==> src/rtl/dnle_pkg.sv <==
// Package for the DNS name label encoder: sizes, codes, queue command type.
// No dependencies; used by the front, queue, back and top RTL files.
`timescale 1ns / 1ps

package dnle_pkg;

   localparam int LABEL_MAX   = 62;
   localparam int CNT_W       = $clog2(LABEL_MAX + 1);
   localparam int ADDR_W      = (LABEL_MAX > 1) ? $clog2(LABEL_MAX) : 1;
   localparam int QUEUE_DEPTH = 2;
   localparam int QPTR_W      = $clog2(QUEUE_DEPTH);
   localparam int QCNT_W      = $clog2(QUEUE_DEPTH + 1);

   localparam logic [7:0] DOT_CHAR = 8'd46;

   localparam logic CMD_STORE = 1'b0;
   localparam logic CMD_FLUSH = 1'b1;

   // store: data goes to buffer entry count
   // flush: emit count label bytes (if any) with trunc flag, then zero byte if term
   typedef struct packed {
      logic             kind;
      logic             term;
      logic             trunc;
      logic [CNT_W-1:0] count;
      logic [7:0]       data;
   } cmd_type;

   typedef struct packed {
      logic full;
      logic empty;
   } queue_status_type;

endpackage

==> src/rtl/dnle_req_if.sv <==
// Input channel of the DNS name label encoder: one host name character.
// Depends on nothing.
`timescale 1ns / 1ps

interface dnle_req_if;
   logic       valid;
   logic       ready;
   logic [7:0] in_char;
   logic       end_of_name;

   modport source (output valid, output in_char, output end_of_name, input ready);
   modport sink   (input valid, input in_char, input end_of_name, output ready);
endinterface

==> src/rtl/dnle_rsp_if.sv <==
// Result channel of the DNS name label encoder: one wire-format byte.
// Depends on nothing.
`timescale 1ns / 1ps

interface dnle_rsp_if;
   logic       valid;
   logic       ready;
   logic [7:0] out_byte;
   logic       last;
   logic       overflow;

   modport source (output valid, output out_byte, output last, output overflow,
                   input ready);
   modport sink   (input valid, input out_byte, input last, input overflow,
                   output ready);
endinterface

==> src/rtl/dnle_queue.sv <==
// Short command queue between the front and back parts of the encoder.
// Depends on dnle_pkg.
`timescale 1ns / 1ps

module dnle_queue (
   input  logic                       clock,
   input  logic                       reset,
   input  logic                       push,
   input  dnle_pkg::cmd_type          push_cmd,
   input  logic                       pop,
   output dnle_pkg::cmd_type          head_cmd,
   output dnle_pkg::queue_status_type status
);

   dnle_pkg::cmd_type               entries_ff [dnle_pkg::QUEUE_DEPTH];
   logic [dnle_pkg::QPTR_W-1:0]     wr_ptr_ff, wr_ptr_in;
   logic [dnle_pkg::QPTR_W-1:0]     rd_ptr_ff, rd_ptr_in;
   logic [dnle_pkg::QCNT_W-1:0]     count_ff, count_in;
   logic                            do_push, do_pop;

   assign status.full  = (count_ff == dnle_pkg::QCNT_W'(dnle_pkg::QUEUE_DEPTH));
   assign status.empty = (count_ff == '0);
   assign head_cmd     = entries_ff[rd_ptr_ff];

   assign do_push = push && !status.full;
   assign do_pop  = pop && !status.empty;

   always_comb begin
      wr_ptr_in = wr_ptr_ff;
      rd_ptr_in = rd_ptr_ff;
      count_in  = count_ff;
      if (do_push) begin
         wr_ptr_in = (wr_ptr_ff == dnle_pkg::QPTR_W'(dnle_pkg::QUEUE_DEPTH - 1)) ?
                     '0 : wr_ptr_ff + dnle_pkg::QPTR_W'(1);
      end
      if (do_pop) begin
         rd_ptr_in = (rd_ptr_ff == dnle_pkg::QPTR_W'(dnle_pkg::QUEUE_DEPTH - 1)) ?
                     '0 : rd_ptr_ff + dnle_pkg::QPTR_W'(1);
      end
      if (do_push && !do_pop) begin
         count_in = count_ff + dnle_pkg::QCNT_W'(1);
      end else if (do_pop && !do_push) begin
         count_in = count_ff - dnle_pkg::QCNT_W'(1);
      end
   end

   always_ff @(posedge clock) begin
      if (reset) begin
         wr_ptr_ff <= '0;
         rd_ptr_ff <= '0;
         count_ff  <= '0;
      end else begin
         wr_ptr_ff <= wr_ptr_in;
         rd_ptr_ff <= rd_ptr_in;
         count_ff  <= count_in;
      end
   end

   always_ff @(posedge clock) begin
      if (do_push) begin
         entries_ff[wr_ptr_ff] <= push_cmd;
      end
   end

endmodule

==> src/rtl/dnle_front.sv <==
// Front part: accepts characters, tracks label length and truncation,
// and emits store or flush commands from the transactions. Depends on dnle_pkg.
`timescale 1ns / 1ps

module dnle_front (
   input  logic                       clock,
   input  logic                       reset,
   dnle_req_if.sink                   req_ch,
   input  dnle_pkg::queue_status_type q_status,
   output logic                       push,
   output dnle_pkg::cmd_type          push_cmd
);

   logic [dnle_pkg::CNT_W-1:0] count_ff, count_in;
   logic                       trunc_ff, trunc_in;
   logic                       accept;

   assign req_ch.ready = !q_status.full;
   assign accept       = req_ch.valid && req_ch.ready;

   always_comb begin
      count_in       = count_ff;
      trunc_in       = trunc_ff;
      push           = 1'b0;
      push_cmd.kind  = dnle_pkg::CMD_FLUSH;
      push_cmd.term  = 1'b0;
      push_cmd.trunc = trunc_ff;
      push_cmd.count = count_ff;
      push_cmd.data  = req_ch.in_char;
      if (accept) begin
         if (req_ch.end_of_name) begin
            push          = 1'b1;
            push_cmd.term = 1'b1;
            count_in      = '0;
            trunc_in      = 1'b0;
         end else if (req_ch.in_char == dnle_pkg::DOT_CHAR) begin
            // empty label: nothing to flush
            push     = (count_ff != '0);
            count_in = '0;
            trunc_in = 1'b0;
         end else if (count_ff < dnle_pkg::CNT_W'(dnle_pkg::LABEL_MAX)) begin
            push          = 1'b1;
            push_cmd.kind = dnle_pkg::CMD_STORE;
            count_in      = count_ff + dnle_pkg::CNT_W'(1);
         end else begin
            trunc_in = 1'b1;
         end
      end
   end

   always_ff @(posedge clock) begin
      if (reset) begin
         count_ff <= '0;
         trunc_ff <= 1'b0;
      end else begin
         count_ff <= count_in;
         trunc_ff <= trunc_in;
      end
   end

endmodule

==> src/rtl/dnle_back.sv <==
// Back part: holds the label buffer, writes stored characters and plays out
// flushed labels and terminators into the output register. Depends on dnle_pkg.
`timescale 1ns / 1ps

module dnle_back (
   input  logic                       clock,
   input  logic                       reset,
   input  dnle_pkg::cmd_type          head_cmd,
   input  dnle_pkg::queue_status_type q_status,
   output logic                       pop,
   dnle_rsp_if.source                 rsp_ch
);

   localparam logic [1:0] ST_IDLE = 2'd0;
   localparam logic [1:0] ST_LEN  = 2'd1;
   localparam logic [1:0] ST_CHAR = 2'd2;
   localparam logic [1:0] ST_TERM = 2'd3;

   logic [1:0]                  state_ff, state_in;
   logic [dnle_pkg::CNT_W-1:0]  cnt_ff, cnt_in;
   logic [dnle_pkg::CNT_W-1:0]  idx_ff, idx_in;
   logic                        trunc_ff, trunc_in;
   logic                        term_ff, term_in;

   logic [7:0]                  label_mem [dnle_pkg::LABEL_MAX];
   logic [7:0]                  rd_data_ff;
   logic                        mem_we;

   logic                        out_valid_ff, out_valid_in;
   logic [7:0]                  out_byte_ff, out_byte_in;
   logic                        out_last_ff, out_last_in;
   logic                        out_ovf_ff, out_ovf_in;
   logic                        load_ok, load;

   assign load_ok = !out_valid_ff || rsp_ch.ready;
   assign pop     = (state_ff == ST_IDLE) && !q_status.empty;
   assign mem_we  = pop && (head_cmd.kind == dnle_pkg::CMD_STORE);

   always_comb begin
      state_in    = state_ff;
      cnt_in      = cnt_ff;
      idx_in      = idx_ff;
      trunc_in    = trunc_ff;
      term_in     = term_ff;
      load        = 1'b0;
      out_byte_in = out_byte_ff;
      out_last_in = out_last_ff;
      out_ovf_in  = out_ovf_ff;
      unique case (state_ff)
         ST_IDLE: begin
            idx_in = '0;
            if (pop && head_cmd.kind == dnle_pkg::CMD_FLUSH) begin
               cnt_in   = head_cmd.count;
               trunc_in = head_cmd.trunc;
               term_in  = head_cmd.term;
               state_in = (head_cmd.count != '0) ? ST_LEN : ST_TERM;
            end
         end
         ST_LEN: begin
            if (load_ok) begin
               load        = 1'b1;
               out_byte_in = 8'(cnt_ff);
               out_last_in = 1'b0;
               out_ovf_in  = trunc_ff;
               state_in    = ST_CHAR;
            end
         end
         ST_CHAR: begin
            // rd_data_ff holds entry idx_ff; address only moves on a load
            if (load_ok) begin
               load        = 1'b1;
               out_byte_in = rd_data_ff;
               out_last_in = 1'b0;
               out_ovf_in  = trunc_ff;
               if (dnle_pkg::CNT_W'(idx_ff + dnle_pkg::CNT_W'(1)) == cnt_ff) begin
                  state_in = term_ff ? ST_TERM : ST_IDLE;
               end else begin
                  idx_in = idx_ff + dnle_pkg::CNT_W'(1);
               end
            end
         end
         ST_TERM: begin
            if (load_ok) begin
               load        = 1'b1;
               out_byte_in = 8'd0;
               out_last_in = 1'b1;
               out_ovf_in  = 1'b0;
               state_in    = ST_IDLE;
            end
         end
         default: begin
            state_in = ST_IDLE;
         end
      endcase
      out_valid_in = load ? 1'b1 : (rsp_ch.ready ? 1'b0 : out_valid_ff);
   end

   always_ff @(posedge clock) begin
      if (reset) begin
         state_ff     <= ST_IDLE;
         out_valid_ff <= 1'b0;
      end else begin
         state_ff     <= state_in;
         out_valid_ff <= out_valid_in;
      end
   end

   always_ff @(posedge clock) begin
      cnt_ff      <= cnt_in;
      idx_ff      <= idx_in;
      trunc_ff    <= trunc_in;
      term_ff     <= term_in;
      out_byte_ff <= out_byte_in;
      out_last_ff <= out_last_in;
      out_ovf_ff  <= out_ovf_in;
   end

   always_ff @(posedge clock) begin
      if (mem_we) begin
         label_mem[head_cmd.count[dnle_pkg::ADDR_W-1:0]] <= head_cmd.data;
      end
      rd_data_ff <= label_mem[idx_in[dnle_pkg::ADDR_W-1:0]];
   end

   assign rsp_ch.valid    = out_valid_ff;
   assign rsp_ch.out_byte = out_byte_ff;
   assign rsp_ch.last     = out_last_ff;
   assign rsp_ch.overflow = out_ovf_ff;

endmodule

==> src/rtl/dns_name_label_encoder_top.sv <==
// Channel   Dir  Payload                          Handshake
// req_ch    in   in_char[7:0], end_of_name        valid/ready
// rsp_ch    out  out_byte[7:0], last, overflow    valid/ready
//
// A character is taken whenever req_ch.ready is high; the front stalls only when the command
// queue (two entries) is full. A flush of an n-character label pops the command,
// then outputs the length byte and the n characters, plus the zero byte at end of name.
// Reset is synchronous and clears the front counters, queue, back state and output
// valid, not the back counters or the label buffer memory. Output backpressure holds the
// output register and the playout, and fills the queue before req stalls.
// Depends on dnle_pkg, dnle_req_if, dnle_rsp_if, dnle_front, dnle_queue, dnle_back.
`timescale 1ns / 1ps

module dns_name_label_encoder_top (
   input  logic       clock,
   input  logic       reset,
   dnle_req_if.sink   req_ch,
   dnle_rsp_if.source rsp_ch
);

   dnle_pkg::queue_status_type q_status;
   dnle_pkg::cmd_type          push_cmd;
   dnle_pkg::cmd_type          head_cmd;
   logic                       push;
   logic                       pop;

   dnle_front u_front (
      .clock    (clock),
      .reset    (reset),
      .req_ch   (req_ch),
      .q_status (q_status),
      .push     (push),
      .push_cmd (push_cmd)
   );

   dnle_queue u_queue (
      .clock    (clock),
      .reset    (reset),
      .push     (push),
      .push_cmd (push_cmd),
      .pop      (pop),
      .head_cmd (head_cmd),
      .status   (q_status)
   );

   dnle_back u_back (
      .clock    (clock),
      .reset    (reset),
      .head_cmd (head_cmd),
      .q_status (q_status),
      .pop      (pop),
      .rsp_ch   (rsp_ch)
   );

endmodule

==> src/flat_wrapper.sv <==
// flat-port wrapper written by rule: the top's interface ports become plain ports
module dns_name_label_encoder_top_flat 
  (clock, reset, req_ch_valid, req_ch_in_char, req_ch_end_of_name, req_ch_ready, rsp_ch_valid, rsp_ch_out_byte, rsp_ch_last, rsp_ch_overflow, rsp_ch_ready);
  dnle_req_if req_ch_i ();
  dnle_rsp_if rsp_ch_i ();
  input  logic clock;
  input  logic reset;
  input wire logic [$bits(req_ch_i.valid)-1:0] req_ch_valid;
  input wire logic [$bits(req_ch_i.in_char)-1:0] req_ch_in_char;
  input wire logic [$bits(req_ch_i.end_of_name)-1:0] req_ch_end_of_name;
  output wire logic [$bits(req_ch_i.ready)-1:0] req_ch_ready;
  output wire logic [$bits(rsp_ch_i.valid)-1:0] rsp_ch_valid;
  output wire logic [$bits(rsp_ch_i.out_byte)-1:0] rsp_ch_out_byte;
  output wire logic [$bits(rsp_ch_i.last)-1:0] rsp_ch_last;
  output wire logic [$bits(rsp_ch_i.overflow)-1:0] rsp_ch_overflow;
  input wire logic [$bits(rsp_ch_i.ready)-1:0] rsp_ch_ready;
  assign req_ch_i.valid = req_ch_valid;
  assign req_ch_i.in_char = req_ch_in_char;
  assign req_ch_i.end_of_name = req_ch_end_of_name;
  assign req_ch_ready = req_ch_i.ready;
  assign rsp_ch_valid = rsp_ch_i.valid;
  assign rsp_ch_out_byte = rsp_ch_i.out_byte;
  assign rsp_ch_last = rsp_ch_i.last;
  assign rsp_ch_overflow = rsp_ch_i.overflow;
  assign rsp_ch_i.ready = rsp_ch_ready;
  dns_name_label_encoder_top u_core (.clock(clock), .reset(reset), .req_ch(req_ch_i), .rsp_ch(rsp_ch_i));
endmodule
==> config.mk <==
export PLATFORM = sky130hd
export DESIGN_NAME = dns_name_label_encoder_top_flat
export DESIGN_NICKNAME = d
export VERILOG_FILES = /design/src/rtl/dnle_pkg.sv /design/src/rtl/dnle_req_if.sv /design/src/rtl/dnle_rsp_if.sv /design/src/rtl/dnle_queue.sv /design/src/rtl/dnle_front.sv /design/src/rtl/dnle_back.sv /design/src/rtl/dns_name_label_encoder_top.sv /design/src/flat_wrapper.sv
export SDC_FILE = /design/constraint.sdc
export NUM_CORES = 1
export LEC_CHECK = 0
export BUFFER_PORTS_ARGS = -buffer_cell sky130_fd_sc_hd__clkbuf_2
export CELL_PAD_IN_SITES_DETAIL_PLACEMENT = 1
export CELL_PAD_IN_SITES_GLOBAL_PLACEMENT = 1
export CORE_AREA = 4 4 248 250
export CTS_CLUSTER_DIAMETER = 80
export DETAILED_ROUTE_END_ITERATION = 10
export DIE_AREA = 0 0 252 254
export MAX_ROUTING_LAYER = met4
export PLACE_DENSITY_LB_ADDON = 0.1
export SLEW_MARGIN = 20
export SYNTH_ARGS = -nofsm -noshare
export SYNTH_HDL_FRONTEND = slang
export SYNTH_SLANG_ARGS = --single-unit
==> constraint.sdc <==
create_clock -name clock -period 4.14 [get_ports clock]
set_input_delay 0.621 -clock clock [delete_from_list [all_inputs] [get_ports clock]]
set_output_delay 0.621 -clock clock [all_outputs]
set_load 0.01 [all_outputs]
# == After elaboration in Yosys (flattened, before gate mapping) ==
# Memory sizes are Yosys's and may differ from the RTL's. A register that Yosys moved wholly into a read port is not among the register bits.
# Cells that the tools add are included.
# totals
output_inout_bits,12
ram_bits,530
ff_bits,38
inputBits,13
memories,2
# memory_table
name,words,width,read_ports,rd_clocked_by_memory_dff,write_ports,line_no,text
u_core.u_back.label_mem,62,8,1,1,1,dnle_back.sv:25,logic [7:0] label_mem [dnle_pkg::LABEL_MAX];
u_core.u_queue.entries_ff,2,17,1,1,1,dnle_queue.sv:15,dnle_pkg::cmd_type entries_ff [dnle_pkg::QUEUE_DEPTH];
# classes
order_cmp,1
n_reduce_logical,31
bitwise_logic,1
addsub,6
eq_ne,13
mux,49
# ops
op,n
two-way mux 6 bit,5
two-way mux 1 bit,26
two-way mux 8 bit,3
case mux 8 bit (3 select lines),1
two-way mux 2 bit,10
"adder 6 x 1 -> 6 bit, second input constant",2
case mux 6 bit (2 select lines),1
nonzero test 6 bit,2
"== test 8 x 6 -> 1 bit, second input constant",1
logical AND 1 bit,8
"!= test 2 bit, second input constant",4
case mux 2 bit (4 select lines),1
"== test 2 bit, second input constant",3
== test 6 bit,1
"less-than comparator 6 bit, second input constant",1
AND reduction 2 bit,3
nonzero test 2 bit,3
nonzero test 3 bit,2
logical NOT 1 bit,5
AND reduction 5 bit,1
logical NOT 2 bit,2
"!= test 2 x 1 -> 1 bit, second input constant",2
case mux 1 bit (2 select lines),2
AND reduction 4 bit,1
10 further kinds,11

# == Longest topological paths before layout ==
# depth
ltp_word,10
depth_mapped,15

# == Cells and area by module ==
# A second synthesis with hierarchy kept.
# hier_totals
cells_unflattened,1805
area_unflattened_um2,23660.2
# modules_own_cells
mod,instances,area_each_um2,cells_per_inst
dnle_back,1,21687.0,1665
dnle_queue,1,1442.6,78
dnle_front,1,530.5,62

# == Least setup slack after synthesis ==
# Ideal clock, no wire load.
# synth_timing
path_type,flip-flop to flip-flop
from,register u_core.u_back.idx_ff[0] (netlist name)
to,register u_core.u_back.rd_data_ff[5] (read register of u_core.u_back.label_mem)
setup_ps,116
slack_ps,978
arrival_ps,3046
stages_incl_launch_ff,13
synth_period_minus_slack_ps,3162
path_cell_list,dfxtp_1 ha_1 nor2b_1 o21a_1 o311a_4 a211oi_1 mux2_2 inv_2 nand2_1 nor3_1 a21boi_0 nor4_1 and4_1
# synth_via
elab_chain_len,5
# synth_lines
element,line_no,text
start: declaration,dnle_back.sv:21,"logic [dnle_pkg::CNT_W-1:0] idx_ff, idx_in;"
start signal: assignment,dnle_back.sv:110,idx_ff <= idx_in;
adder 6 x 1 -> 6 bit *,"dnle_back.sv:75, dnle_back.sv:78",
== test 6 bit,dnle_back.sv:75,if (dnle_pkg::CNT_W'(idx_ff + dnle_pkg::CNT_W'(1)) == cnt_ff) begin
two-way mux 6 bit *,dnle_back.sv:75,
two-way mux 6 bit *,dnle_back.sv:70,if (load_ok) begin
case mux 6 bit (2 select lines) *,dnle_back.sv:49,unique case (state_ff)
named net u_core.u_back.idx_in (one bit),dnle_back.sv:21,
end: declaration,dnle_back.sv:26,logic [7:0] rd_data_ff;
# The timed path passes the listed nets; every way through them passes the cells marked *.
# A chain may end at the register's enable or synchronous reset.

# == Final worst setup path ==
# layout_timing
from,register u_core.u_back.idx_ff[1] (netlist name)
to,register u_core.u_back.rd_data_ff[7] (read register of u_core.u_back.label_mem)
# layout_via
elab_chain_len,5
# layout_lines
element,line_no
adder 6 x 1 -> 6 bit,"dnle_back.sv:75, dnle_back.sv:78"
== test 6 bit,dnle_back.sv:75
two-way mux 6 bit,dnle_back.sv:75
two-way mux 6 bit,dnle_back.sv:70
case mux 6 bit (2 select lines) *,dnle_back.sv:49
# Every way passes the cells marked *; elsewhere a longest branch is shown, timed or not.

==> impl_metrics.py <==
metrics = {
    "run_status": {
        "status": "completed",
    },
    "clocking": {
        "clk_pin_slew_ps": 60,
        "h-tree-depth": 3,
        "cts_tree": "built",
        "clk_latency_ps": 600,
        "cts_inserted_buffers": 66,
        "cts_sinks": 577,
        "cts_root_buf": "clkbuf_16",
        "cts_hold_buf": 0,
        "cts_buffer_depth": 3,
    },
    "worst_setup_path": {
        "regToRegSetupSlack_ps": 200,
        "worst_setup_path_end_kind": "register",
        "rr_endpoint": "u_core.u_back.rd_data_ff[7]$_DFF_P_",
        "crit_type": "reg2reg",
        "cp-start-kind": "register",
        "arrival_ps": 4400,
        "r2r-start": "u_core.u_back.idx_ff[1]$_DFF_P_",
        "worstPathMaxFanout": 17,
        "reg2reg_depth": 11,
        "required_ps": 4610,
    },
    "routing": {
        "routed_wl_um": 66700,
        "vias": 14400,
        "drtPass1Iterations": 6,
        "vias_per_cell": 5.51,
        "wire_per_inst_um": 25.5,
        "drc": 0,
        "final_antenna_net_count": 0,
        "drt_iter0_markers": 1094,
    },
    "pwr": {
        "powerDensity_mw_per_mm2": 615,
        "p_clk_share_pct": 32.9,
        "internal-power_mw": 11.4,
        "combPwrFrac_pct": 23.1,
        "p_sw_mw": 5.12,
        "pwr-share-seq_pct": 44.0,
        "static-leakage-power_nw": 9.31,
        "peakVddDrop_v": 0.000439,
        "switching_share_pct": 31.0,
    },
    "place": {
        "place_area_mm2": 0.0248,
        "hpwl_um": 42800,
        "placedCellCount": 2493,
        "gp_congestion": 0.855,
        "portBuffers": 24,
    },
    "sta": {
        "period_needed_ps": 3940,
        "fin_hold_ws_ps": 238,
        "hold_violations": 0,
        "fin_crit_sh_pct": 95.1,
        "finalSetupViolations": 0,
        "skew_ps": 29.0,
        "relSlewSlack_pct": 30.5,
        "max_freq_mhz": 254,
        "rsz0062_at_grt": "true",
        "tightestPinTransition_ps": 1040,
        "maxSlewViolCount": 0,
    },
    "synthesis": {
        "synthArstFlopShare_pct": 0,
        "synth_flop_cell": "edfxtp_1",
        "synth_top_area_share_pct": 70.0,
        "synth_area_leader_cell": "edfxtp_1",
        "yosysMostFrequentCell": "edfxtp_1",
        "synth_edf_count": 548,
        "syn_avg_cell_area_um2": 13.7,
        "ys_ff_latch": 577,
        "synth_commonest_cells": "edfxtp_1 (548), nand2_1 (265), nor2_1 (164)",
        "netlist_area_mm2": 0.0235,
        "synth_cell_types": 72,
        "synth_area_leaders": "edfxtp_1 (70%), mux2i_1 (4.3%), nand2_1 (4.2%), nor2_1 (2.6%), nand3_1 (2.5%)",
        "syn-instance-count": 1715,
        "syn_nets": 1736,
        "synth-seq-area-share_pct": 72.5,
        "ys_warn_count": 0,
    },
    "layout": {
        "fin_nets": 1813,
        "antenna_cells": 0,
        "drive_above_1_share_pct": 12.2,
        "fillers": 5949,
        "final_cells": 2613,
        "multi_input_area_mm2": 0.00599,
        "syn_to_final_growth_pct": 14.4,
        "regArea_mm2": 0.0170,
        "final_area_mm2": 0.0269,
    },
    "hold_path": {
        "hp-class": "in2reg",
        "holdPathEnd": "u_core.u_queue.entries_ff[0][4]$_DFFE_PP_",
        "worstHoldStart": "req_ch_in_char[4]",
        "hold_path_depth": 1,
    },
    "floorplan": {
        "initial_utilization_pct": 39.8,
        "core_area_mm2": 0.0590,
        "io_pins": 25,
        "die_y_um": 254,
        "die_w_um": 252,
        "die_area_mm2": 0.0640,
        "fp-row-count": 89,
    },
    "flow_run": {
        "max_cap_violations": 0,
    },
    "global_route": {
        "overflow": 0,
        "grt_max_degree": 92,
        "first_global_vias": 14900,
        "grt_use_total_pct": 21.4,
        "grt_pass1_wl_um": 99400,
        "grt_antenna_before_repair": 2,
    },
}
==> sequential cells by signal (all words and copies together) (netlist names), named ones only <==
register / flops
u_core.u_front.count_ff: 6
u_core.u_front.trunc_ff: 1
u_core.u_queue.entries_ff: 34
u_core.u_queue.count_ff: 2
u_core.u_back.label_mem: 496
u_core.u_back.state_ff: 2
u_core.u_back.rsp_ch.out_byte: 8
u_core.u_back.rsp_ch.last: 1
u_core.u_back.trunc_ff: 1
u_core.u_back.cnt_ff: 6
u_core.u_back.rsp_ch.valid: 1
u_core.u_back.term_ff: 1
u_core.u_back.rsp_ch.overflow: 1
u_core.u_queue.rd_ptr_ff: 1
u_core.u_back.idx_ff: 6
u_core.u_back.rd_data_ff: 8
u_core.u_queue.wr_ptr_ff: 1
==> stage by stage <==
stage / total power [mW] / setup TNS [ps] / setup WS (ps) / utilization [%]
after floorplan: 9.62 / 0 / 978 / -
after global placement: 11.1 / 0 / 31.0 / 42.0
after detailed placement: 11.2 / -63.6 / -63.6 / 42.0
after CTS: 16.7 / 0 / 75.2 / 45.4
after global routing: 17.3 / -19.9 / -15.8 / 45.6
final: 16.5 / 0 / 204 / 45.6
==> metal layers <==
metal	vias to the layer above	track usage [%]	wire length, um
met5	-	-	0
met2	310	33.7	31600
li1	6558	-	-
met1	7427	29.0	30000
met4	0	6.02	1940
met3	104	3.81	3200
==> logic make-up after synthesis <==
logic type / count (synthesis) / synth area share, %
muxes: 121 / 5.26
AOI/OAI and AO/OA: 265 / 7.38
xor gates and xnor gates: 12 / 0.511
buffers and inverters: 105 / 2.11
and+or+nand+nor: 627 / 11.8
adders and majority gates: 8 / 0.426
DFF: 577 / 72.5
==> power by group through the flow <==
stage	sequential (mW)	combinational [mW]	clock, mW
floorplan	7.35	2.27	0
global placement	7.39	3.73	0
detailed placement	7.40	3.81	0
CTS	7.28	3.82	5.57
global route	7.30	4.18	5.82
finish	7.27	3.81	5.44
==> layout make-up <==
cell class | count | share of cell area (%)
clock buffers | 92 | 6.90
clock inverters | 24 | 0.498
inverters | 22 | 0.354
multi-input cells | 1033 | 22.3
flip-flops and latches | 577 | 63.4
well taps | 773 | 3.60
repair buffers | 92 | 3.02
==> critical path, stage by stage, from the launching register on <==
cell and delay (ps):
dfxtp_1 400, ha_1 290, nand4b_1 150, a211oi_2 370, o311ai_2 240, nor3_1 370
a211oi_4 70, inv_2 450, nand4_1 520, buf_4 300, o211ai_1 540, nor4_2 110
==> placed cells by master, fill, tap and decap left out, types with 21 or more instances in the layout <==
cell type,count
nand2_1,264
clkbuf_2,24
edfxtp_1,548
o22ai_1,33
clkbuf_16,72
mux2i_1,101
nor2_1,164
dfxtp_1,29
buf_4,54
clkbuf_1,21
a21oi_1,53
o21ai_0,65
nand3_1,117
==> worst max path at each step <==
| stage | end | slack, ps | startpoint | cells past startpoint |
|---|---|---|---|---|
| floorplan | u_core.u_back.rd_data_ff[5]$_DFF_P_ | 980 | u_core.u_back.idx_ff[0]$_DFF_P_ | 12 |
| global placement | u_core.u_back.rd_data_ff[5]$_DFF_P_ | 30 | u_core.u_back.idx_ff[1]$_DFF_P_ | 13 |
| detailed placement | u_core.u_back.rd_data_ff[5]$_DFF_P_ | -60 | u_core.u_back.idx_ff[1]$_DFF_P_ | 13 |
| CTS | u_core.u_back.rd_data_ff[4]$_DFF_P_ | 80 | u_core.u_back.idx_ff[1]$_DFF_P_ | 13 |
| global route | u_core.u_back.rd_data_ff[7]$_DFF_P_ | -20 | u_core.u_back.idx_ff[1]$_DFF_P_ | 11 |
| finish | u_core.u_back.rd_data_ff[7]$_DFF_P_ | 200 | u_core.u_back.idx_ff[1]$_DFF_P_ | 11 |
==> what timing repair did <==
action                                  4_1_cts  5_1_grt
pin swaps                                     0        3
setup buffers                                 0        3
endpoints found under the setup margin        1        8
resized for setup                             1       13
cloned                                        0        1
Power figures use the tool's default switching activity.
